==> src/rtl/core/qwt_pkg.sv <==
`timescale 1ns / 1ps

package qwt_pkg;

    localparam int BYTE_W      = 8;
    localparam int LIMIT_W     = 8;
    localparam int NUM_W       = 7;
    localparam int MAX_WORDS_D = 128;

    localparam logic [LIMIT_W-1:0] LIMIT_RESET = 8'd128;

    localparam logic [BYTE_W-1:0] CH_DQUOTE = 8'h22;
    localparam logic [BYTE_W-1:0] CH_SQUOTE = 8'h27;
    localparam logic [BYTE_W-1:0] CH_BSLASH = 8'h5C;
    localparam logic [BYTE_W-1:0] CH_CARET  = 8'h5E;
    localparam logic [BYTE_W-1:0] CH_QMARK  = 8'h3F;
    localparam logic [BYTE_W-1:0] CH_AT     = 8'h40;
    localparam logic [BYTE_W-1:0] CH_UNDER  = 8'h5F;
    localparam logic [BYTE_W-1:0] CH_DEL    = 8'h7F;

    typedef enum logic [2:0] {
        SCAN_OUT    = 3'b001,
        SCAN_WORD   = 3'b010,
        SCAN_QUOTED = 3'b100
    } t_scan;

    typedef enum logic [2:0] {
        ESC_NONE   = 3'b001,
        ESC_BSLASH = 3'b010,
        ESC_CARET  = 3'b100
    } t_esc;

    // C-locale whitespace: tab, newline, vertical tab, form feed, return, space.
    function automatic logic is_blank(input logic [BYTE_W-1:0] c);
        return (c == 8'h20) || (c >= 8'h09 && c <= 8'h0D);
    endfunction

    function automatic logic [BYTE_W-1:0] backslash_map(input logic [BYTE_W-1:0] c);
        logic [BYTE_W-1:0] r;
        case (c)
            8'h61:   r = 8'd7;   // a
            8'h6E:   r = 8'd10;  // n
            8'h74:   r = 8'd9;   // t
            8'h72:   r = 8'd13;  // r
            8'h66:   r = 8'd12;  // f
            8'h62:   r = 8'd8;   // b
            default: r = c;
        endcase
        return r;
    endfunction

    function automatic logic [BYTE_W-1:0] caret_map(input logic [BYTE_W-1:0] c);
        logic [BYTE_W-1:0] r;
        r = c;
        if (c == CH_QMARK) begin
            r = CH_DEL;
        end else if (c >= CH_AT && c <= CH_UNDER) begin
            r = c - 8'h40;
        end else if (c >= 8'h61 && c <= 8'h7A) begin
            r = c - 8'h60;
        end
        return r;
    endfunction

endpackage

==> src/rtl/core/qwt_if.sv <==
`timescale 1ns / 1ps

interface qwt_in_if;
    import qwt_pkg::*;
    logic              valid;
    logic              ready;
    logic [BYTE_W-1:0] in_byte;
    logic              last_byte;
    modport source (output valid, in_byte, last_byte, input ready);
    modport sink   (input valid, in_byte, last_byte, output ready);
endinterface

interface qwt_out_if;
    import qwt_pkg::*;
    logic              valid;
    logic              ready;
    logic [BYTE_W-1:0] out_byte;
    logic              has_byte;
    logic              word_start;
    logic              word_end;
    logic [NUM_W-1:0]  word_number;
    logic              line_done;
    logic              overflow;
    modport source (output valid, out_byte, has_byte, word_start, word_end, word_number,
                    line_done, overflow, input ready);
    modport sink   (input valid, out_byte, has_byte, word_start, word_end, word_number,
                    line_done, overflow, output ready);
endinterface

interface qwt_cfg_if;
    import qwt_pkg::*;
    logic               valid;
    logic               ready;
    logic [LIMIT_W-1:0] word_limit;
    modport source (output valid, word_limit, input ready);
    modport sink   (input valid, word_limit, output ready);
endinterface

==> src/rtl/core/quoted_word_tokenizer_unit.sv <==
`timescale 1ns / 1ps
// A beat taken on i_in is held in the input register and loaded into the result
// register once that register is free or being drained; its result is then on o_out.
// Throughput: one byte per cycle while o_out is not stalled; during a stall the input
// register still takes a new beat if it is empty, and bytes that give no result leave no gap.
// Reset (synchronous, active low) empties both registers, returns the parser to
// outside-word and sets the word limit to 128.

module quoted_word_tokenizer_unit #(
    parameter int MAX_WORDS = qwt_pkg::MAX_WORDS_D
) (
    input logic      i_clk,
    input logic      i_rst_n,
    qwt_in_if.sink   i_in,
    qwt_cfg_if.sink  i_cfg,
    qwt_out_if.source o_out
);
    import qwt_pkg::*;

    // Input register.
    logic              r_in_valid;
    logic [BYTE_W-1:0] r_in_byte;
    logic              r_in_last;

    // Parser state.
    t_scan              r_scan,   n_scan;
    t_esc               r_esc,    n_esc;
    logic               r_close_single, n_close_single;
    logic               r_swallow, n_swallow;
    logic [LIMIT_W-1:0] r_words,  n_words;
    logic               r_stopped, n_stopped;
    logic [LIMIT_W-1:0] r_limit;

    // Result register.
    logic              r_out_valid;
    logic [BYTE_W-1:0] r_out_byte;
    logic              r_has_byte;
    logic              r_word_start;
    logic              r_word_end;
    logic [NUM_W-1:0]  r_word_number;
    logic              r_line_done;
    logic              r_overflow;

    logic               advance;
    logic [LIMIT_W-1:0] eff_limit;
    logic               is_quote;
    logic [BYTE_W-1:0]  closer;
    logic [BYTE_W-1:0]  ob;
    logic               hb, ws, we, ov;
    logic [NUM_W-1:0]   num;
    logic               res_valid;
    logic [LIMIT_W-1:0] words_m1;

    // The held byte moves on whenever the result register is free or being
    // drained this cycle; a byte that gives no result still needs that slot
    // free, which keeps the ordering simple at no cost in rate.
    assign advance     = r_in_valid && (!r_out_valid || o_out.ready);
    assign i_in.ready  = !r_in_valid || advance;
    assign i_cfg.ready = 1'b1;

    // The limit in use is the smaller of the register and the build-time cap.
    assign eff_limit = (r_limit > LIMIT_W'(MAX_WORDS)) ? LIMIT_W'(MAX_WORDS) : r_limit;
    assign is_quote  = (r_in_byte == CH_DQUOTE) || (r_in_byte == CH_SQUOTE);
    assign closer    = r_close_single ? CH_SQUOTE : CH_DQUOTE;

    always_comb begin
        n_scan         = r_scan;
        n_esc          = r_esc;
        n_close_single = r_close_single;
        n_swallow      = r_swallow;
        n_words        = r_words;
        n_stopped      = r_stopped;
        ob = '0;
        hb = 1'b0;
        ws = 1'b0;
        we = 1'b0;
        ov = 1'b0;

        if (r_stopped) begin
            ov = 1'b1;
        end else if (r_swallow) begin
            // The byte straight after a closing quote is dropped unseen.
            n_swallow = 1'b0;
        end else begin
            case (r_scan)
                SCAN_WORD: begin
                    if (is_blank(r_in_byte)) begin
                        we     = 1'b1;
                        n_scan = SCAN_OUT;
                    end else begin
                        hb = 1'b1;
                        ob = r_in_byte;
                    end
                end
                SCAN_QUOTED: begin
                    case (r_esc)
                        ESC_BSLASH: begin
                            hb    = 1'b1;
                            ob    = backslash_map(r_in_byte);
                            n_esc = ESC_NONE;
                        end
                        ESC_CARET: begin
                            hb    = 1'b1;
                            ob    = caret_map(r_in_byte);
                            n_esc = ESC_NONE;
                        end
                        default: begin
                            if (r_in_byte == closer) begin
                                we        = 1'b1;
                                n_scan    = SCAN_OUT;
                                n_swallow = 1'b1;
                            end else if (r_in_byte == CH_BSLASH) begin
                                n_esc = ESC_BSLASH;
                            end else if (r_in_byte == CH_CARET) begin
                                n_esc = ESC_CARET;
                            end else begin
                                hb = 1'b1;
                                ob = r_in_byte;
                            end
                        end
                    endcase
                end
                default: begin
                    // Outside a word: a quote or any non-blank opens one,
                    // unless the word limit has been used up.
                    if (is_quote || !is_blank(r_in_byte)) begin
                        if (r_words >= eff_limit) begin
                            n_stopped = 1'b1;
                            ov        = 1'b1;
                        end else begin
                            n_words = r_words + 1'b1;
                            ws      = 1'b1;
                            if (is_quote) begin
                                n_scan         = SCAN_QUOTED;
                                n_close_single = (r_in_byte == CH_SQUOTE);
                                n_esc          = ESC_NONE;
                            end else begin
                                n_scan = SCAN_WORD;
                                hb     = 1'b1;
                                ob     = r_in_byte;
                            end
                        end
                    end
                end
            endcase
        end

        // A line that ends inside a word closes that word, quoted or not.
        if (r_in_last && !n_stopped && (n_scan == SCAN_WORD || n_scan == SCAN_QUOTED)) begin
            we = 1'b1;
        end

        words_m1 = n_words - 1'b1;
        num = ((hb || ws || we) && (n_words != '0)) ? words_m1[NUM_W-1:0] : '0;

        // The final byte of a line always returns the parser to its idle state.
        if (r_in_last) begin
            n_scan         = SCAN_OUT;
            n_esc          = ESC_NONE;
            n_close_single = 1'b0;
            n_swallow      = 1'b0;
            n_words        = '0;
            n_stopped      = 1'b0;
        end

        res_valid = hb || ws || we || ov || r_in_last;
    end

    always_ff @(posedge i_clk) begin
        if (!i_rst_n) begin
            r_in_valid     <= 1'b0;
            r_out_valid    <= 1'b0;
            r_scan         <= SCAN_OUT;
            r_esc          <= ESC_NONE;
            r_close_single <= 1'b0;
            r_swallow      <= 1'b0;
            r_words        <= '0;
            r_stopped      <= 1'b0;
            r_limit        <= LIMIT_RESET;
        end else begin
            if (i_cfg.valid) begin
                r_limit <= i_cfg.word_limit;
            end
            if (i_in.ready) begin
                r_in_valid <= i_in.valid;
            end
            if (o_out.ready) begin
                r_out_valid <= 1'b0;
            end
            if (advance) begin
                r_scan         <= n_scan;
                r_esc          <= n_esc;
                r_close_single <= n_close_single;
                r_swallow      <= n_swallow;
                r_words        <= n_words;
                r_stopped      <= n_stopped;
                r_out_valid    <= res_valid;
            end
        end
    end

    // Payload registers carry no reset.
    always_ff @(posedge i_clk) begin
        if (i_in.ready && i_in.valid) begin
            r_in_byte <= i_in.in_byte;
            r_in_last <= i_in.last_byte;
        end
        if (advance && res_valid) begin
            r_out_byte    <= ob;
            r_has_byte    <= hb;
            r_word_start  <= ws;
            r_word_end    <= we;
            r_word_number <= num;
            r_line_done   <= r_in_last;
            r_overflow    <= ov;
        end
    end

    assign o_out.valid       = r_out_valid;
    assign o_out.out_byte    = r_out_byte;
    assign o_out.has_byte    = r_has_byte;
    assign o_out.word_start  = r_word_start;
    assign o_out.word_end    = r_word_end;
    assign o_out.word_number = r_word_number;
    assign o_out.line_done   = r_line_done;
    assign o_out.overflow    = r_overflow;

endmodule

==> src/flat_wrapper.sv <==
// flat-port wrapper written by rule: the top's interface ports become plain ports
module quoted_word_tokenizer_unit_flat import qwt_pkg::*;
#(
    parameter int MAX_WORDS = qwt_pkg::MAX_WORDS_D
)
  (i_clk, i_rst_n, i_in_valid, i_in_in_byte, i_in_last_byte, i_in_ready, i_cfg_valid, i_cfg_word_limit, i_cfg_ready, o_out_valid, o_out_out_byte, o_out_has_byte, o_out_word_start, o_out_word_end, o_out_word_number, o_out_line_done, o_out_overflow, o_out_ready);
  qwt_in_if i_in_i ();
  qwt_cfg_if i_cfg_i ();
  qwt_out_if o_out_i ();
  input logic i_clk;
  input logic i_rst_n;
  input wire logic [$bits(i_in_i.valid)-1:0] i_in_valid;
  input wire logic [$bits(i_in_i.in_byte)-1:0] i_in_in_byte;
  input wire logic [$bits(i_in_i.last_byte)-1:0] i_in_last_byte;
  output wire logic [$bits(i_in_i.ready)-1:0] i_in_ready;
  input wire logic [$bits(i_cfg_i.valid)-1:0] i_cfg_valid;
  input wire logic [$bits(i_cfg_i.word_limit)-1:0] i_cfg_word_limit;
  output wire logic [$bits(i_cfg_i.ready)-1:0] i_cfg_ready;
  output wire logic [$bits(o_out_i.valid)-1:0] o_out_valid;
  output wire logic [$bits(o_out_i.out_byte)-1:0] o_out_out_byte;
  output wire logic [$bits(o_out_i.has_byte)-1:0] o_out_has_byte;
  output wire logic [$bits(o_out_i.word_start)-1:0] o_out_word_start;
  output wire logic [$bits(o_out_i.word_end)-1:0] o_out_word_end;
  output wire logic [$bits(o_out_i.word_number)-1:0] o_out_word_number;
  output wire logic [$bits(o_out_i.line_done)-1:0] o_out_line_done;
  output wire logic [$bits(o_out_i.overflow)-1:0] o_out_overflow;
  input wire logic [$bits(o_out_i.ready)-1:0] o_out_ready;
  assign i_in_i.valid = i_in_valid;
  assign i_in_i.in_byte = i_in_in_byte;
  assign i_in_i.last_byte = i_in_last_byte;
  assign i_in_ready = i_in_i.ready;
  assign i_cfg_i.valid = i_cfg_valid;
  assign i_cfg_i.word_limit = i_cfg_word_limit;
  assign i_cfg_ready = i_cfg_i.ready;
  assign o_out_valid = o_out_i.valid;
  assign o_out_out_byte = o_out_i.out_byte;
  assign o_out_has_byte = o_out_i.has_byte;
  assign o_out_word_start = o_out_i.word_start;
  assign o_out_word_end = o_out_i.word_end;
  assign o_out_word_number = o_out_i.word_number;
  assign o_out_line_done = o_out_i.line_done;
  assign o_out_overflow = o_out_i.overflow;
  assign o_out_i.ready = o_out_ready;
  quoted_word_tokenizer_unit #(.MAX_WORDS(MAX_WORDS)) u_core (.i_clk(i_clk), .i_rst_n(i_rst_n), .i_in(i_in_i), .i_cfg(i_cfg_i), .o_out(o_out_i));
endmodule
==> config.mk <==
export PLATFORM = sky130hd
export DESIGN_NAME = quoted_word_tokenizer_unit_flat
export DESIGN_NICKNAME = d
export VERILOG_FILES = /design/src/rtl/core/qwt_pkg.sv /design/src/rtl/core/qwt_if.sv /design/src/rtl/core/quoted_word_tokenizer_unit.sv /design/src/flat_wrapper.sv
export SDC_FILE = /design/constraint.sdc
export NUM_CORES = 1
export LEC_CHECK = 0
export BUFFER_PORTS_ARGS = -buffer_cell sky130_fd_sc_hd__buf_2
export CORE_MARGIN = 3
export CORE_UTILIZATION = 45
export CTS_BUF_LIST = sky130_fd_sc_hd__clkbuf_8
export DETAILED_ROUTE_END_ITERATION = 7
export PLACE_DENSITY = 0.73
export SLEW_MARGIN = 30
export SYNTH_ARGS = -nofsm -noshare
export SYNTH_HDL_FRONTEND = slang
export SYNTH_SLANG_ARGS = --single-unit
==> constraint.sdc <==
create_clock -name i_clk -period 7.8 [get_ports i_clk]
set_input_delay 1.56 -clock i_clk [delete_from_list [all_inputs] [get_ports i_clk]]
set_output_delay 1.56 -clock i_clk [all_outputs]
set_load 0.05 [all_outputs]
==> impl_metrics.py <==
metrics = {
    "status": {
        "status": "completed",
    },
    "clocking": {
        "cts_setup_buffers": 0,
        "numCtsBuffers": 5,
        "clk_latency_ns": 0.31,
        "cts_buffer_depth": 2,
        "htree_levels": 2,
        "cts.sinks": 56,
        "tritoncts": "built",
        "clockRootBuffer": "clkbuf_8",
        "path_clk_slew_ns": 0.10,
        "cts_hold_buf": 0,
        "cts_resized": 0,
    },
    "detailed_routing": {
        "wl_met1_um": 3910,
        "maxUsedRoutingLayer": "met4",
        "wl_um": 8120,
        "viasPerCell": 5.81,
        "antenna_left": 0,
        "num_vias": 3195,
        "wl_met3_um": 609,
        "drt_pass1_iterations": 5,
        "met2_length_um": 3430,
        "drtIter0Drc": 518,
        "wl_per_cell_um": 14.8,
        "drc_errors": 0,
    },
    "critical_path": {
        "cp-end-kind": "register",
        "required_ns": 7.86,
        "cp_max_fo": 19,
        "cp-start-kind": "register",
        "path_class": "register to register",
        "rrSetupSlack_ns": 4.00,
        "crit_arrival_ns": 3.86,
    },
    "power": {
        "p_sw_share_pct": 29.9,
        "clockPowerShare_pct": 25.3,
        "ir_drop_mv": 0.0700,
        "p_comb_share_pct": 21.0,
        "p_total_mw": 0.638,
        "p_int_mw": 0.447,
        "p_seq_share_pct": 53.7,
        "p_leak_nw": 1.54,
        "power_switching_mw": 0.191,
        "power.density_mw_per_mm2": 156,
    },
    "final_layout": {
        "areaGrowthSynthToFinish_pct": 9.41,
        "seq_area_mm2": 0.00141,
        "diodes": 0,
        "drive_gt1_share_pct": 16.3,
        "nets": 484,
        "multi_input_area_mm2": 0.00218,
        "fill_cells": 730,
        "postLayoutCellArea_mm2": 0.00409,
    },
    "global_routing": {
        "grt_antenna_before_repair": 0,
        "grt_max_degree": 28,
        "overflow": 0,
        "grt_first_pass_wirelength_um": 13600,
        "track_usage_pct": 17.0,
        "grt_pass1_vias": 2880,
    },
    "synthesis": {
        "synth_commonest_cells": "nor2_1, nand2_1, edfxtp_1",
        "yosysTopAreaCell": "edfxtp_1",
        "synth_edf_count": 29,
        "synth_warnings": 0,
        "syn_area_mm2": 0.00374,
        "synth_sequential_area_ratio_pct": 37.8,
        "synth_top_cell_area_share_pct": 23.3,
        "ys_ff_latch": 56,
        "async_flop_share_pct": 0,
        "synth_ff_type": "edfxtp_1",
        "synth_cell_types": 73,
        "synthCells": 419,
        "synth_fp_nets": 456,
        "ys_top_cells_by_area": "edfxtp_1, dfxtp_1, ha_1, a21oi_1, nor2_1",
        "syn_area_per_cell_um2": 8.92,
        "synth_most_common_cell": "nor2_1",
    },
    "sta": {
        "setup-violations-final": 0,
        "fin_skew_ns": 0.00788,
        "fin_crit_ns": 3.80,
        "slew-limit-headroom_pct": 50.2,
        "tightest_slew_ns": 0.737,
        "timing.fmax_mhz": 263,
        "hold_viol_final": 0,
        "setup_tns_ns": 0,
        "rsz0062_at_grt": "no",
        "setup_slack_ns": 4.00,
        "period_share_pct": 48.8,
        "finalMaxSlewViolations": 0,
    },
    "floorplan": {
        "core_area_mm2": 0.00789,
        "die_w_um": 97.1,
        "io_pins": 45,
        "die_y_um": 97.1,
        "start_util_pct": 47.4,
        "rows": 32,
        "die_area_mm2": 0.00943,
    },
    "place": {
        "place_congestion": 0.925,
        "dp.final_hpwl_um": 5990,
        "post_dp_cell_area_mm2": 0.00399,
        "portBuffers": 43,
        "pre_cts_ws_ns": 4.02,
    },
    "run": {
        "drv_cap": 0,
    },
    "worst_hold_path": {
        "hold_class": "register to register",
    },
}
-- flip-flops by register name (all words and copies together) (netlist names) --
signal / cells
u_core.o_out.line_done: 1
u_core.o_out.overflow: 1
u_core.r_swallow: 1
u_core.o_out.has_byte: 1
u_core.r_in_valid: 1
u_core.o_out.word_end: 1
u_core.o_out.valid: 1
u_core.r_close_single: 1
u_core.r_scan: 3
u_core.r_limit: 8
u_core.r_stopped: 1
u_core.o_out.out_byte: 8
u_core.r_esc: 3
u_core.o_out.word_number: 7
u_core.r_words: 8
u_core.r_in_byte: 8
u_core.r_in_last: 1
u_core.o_out.word_start: 1
-- metrics by stage --
step                      cells  hold WS [ns]  util, %
after detailed placement    542         0.507     50.6
after global routing        550         0.564     51.8
after global placement      542         0.494     50.6
after CTS                   550         0.533     51.8
final                       550         0.525     51.8
after floorplan             419         0.424        -
-- metal layers --
metal  up-vias  GRT usage (%)
met2       139           25.3
met1      1441           24.8
met3        17           2.94
li1       1598              -
met5         -              0
met4         0           6.37
-- critical path: stages (launching register included) --
cell and delay (ns):
edfxtp_1 0.64, or4b_4 0.64, a2111oi_4 0.51, or2_2 0.25, nor3_1 0.07, buf_4 0.22, xnor2_1 0.27, ha_1 0.20
o21ai_0 0.08, or4_4 0.45, o31ai_4 0.13, nor3b_2 0.09
-- path summary, 6_finish.rpt --
| path | start | end | cells past startpoint |
|---|---|---|---|
| hold reg to reg | u_core.r_limit[0]$_SDFFE_PN0P_ | u_core.r_limit[0]$_SDFFE_PN0P_ | 2 |
| setup / recovery | u_core.r_in_byte[0]$_DFFE_PP_ | u_core.o_out.word_number[5]$_SDFFCE_PN0P_ | 11 |
| setup reg to reg | u_core.r_in_byte[0]$_DFFE_PP_ | u_core.o_out.word_number[5]$_SDFFCE_PN0P_ | 11 |
| hold / removal | u_core.r_limit[0]$_SDFFE_PN0P_ | u_core.r_limit[0]$_SDFFE_PN0P_ | 2 |
-- placed cells by master, fill, tap and decap left out, types with 3 or more instances in the layout --
cell      instances
o21a_1            6
nand3_1          12
nor3_1           12
nor2b_1          17
nor4_1            5
and3_1            3
edfxtp_1         29
a31oi_1           6
mux2i_1          11
ha_1             15
nor2_2            6
nand2_1          33
nand4_1           4
clkbuf_8          6
xor2_1            4
a22oi_1           5
a21o_1            4
dfxtp_1          27
nand2b_1         11
or3_1             6
o211ai_1          4
inv_1            13
nand3b_1          4
o21ai_0          21
and2_1            9
buf_2            43
nor2_1           35
a21boi_0          3
a21boi_1          3
xnor2_1          11
a21oi_1          27
-- logic make-up after synthesis --
kind of cell               count (synthesis)  synth area share [%]
and+or+nand+nor                          176                  25.9
xor gates and xnor gates                  15                  3.52
adders and majority gates                 15                  5.02
DFF                                       56                  37.8
other                                      1                 0.100
muxes                                     12                  3.55
buffers and inverters                     36                  3.95
AOI/OAI and AO/OA                        108                  20.2
-- power by group through the flow --
| stage | Clock [mW] | Combinational [mW] | Sequential [mW] |
|---|---|---|---|
| 4_1_cts | 0.168 | 0.134 | 0.342 |
| 5_1_grt | 0.180 | 0.147 | 0.345 |
| 2_1_floorplan | 0 | 0.0859 | 0.367 |
| 6_report | 0.161 | 0.134 | 0.343 |
| 3_5_place_dp | 0 | 0.133 | 0.349 |
| 3_3_place_gp | 0 | 0.131 | 0.349 |
-- final cells by class --
type / count / area share [%]
repair buffers: 44 / 5.45
well taps: 102 / 3.12
multi-input cells: 327 / 53.4
clock buffers: 6 / 2.02
inverters: 13 / 1.19
flip-flops and latches: 56 / 34.5
clock inverters: 2 / 0.275
No activity file was read; power rests on OpenSTA's default activity.
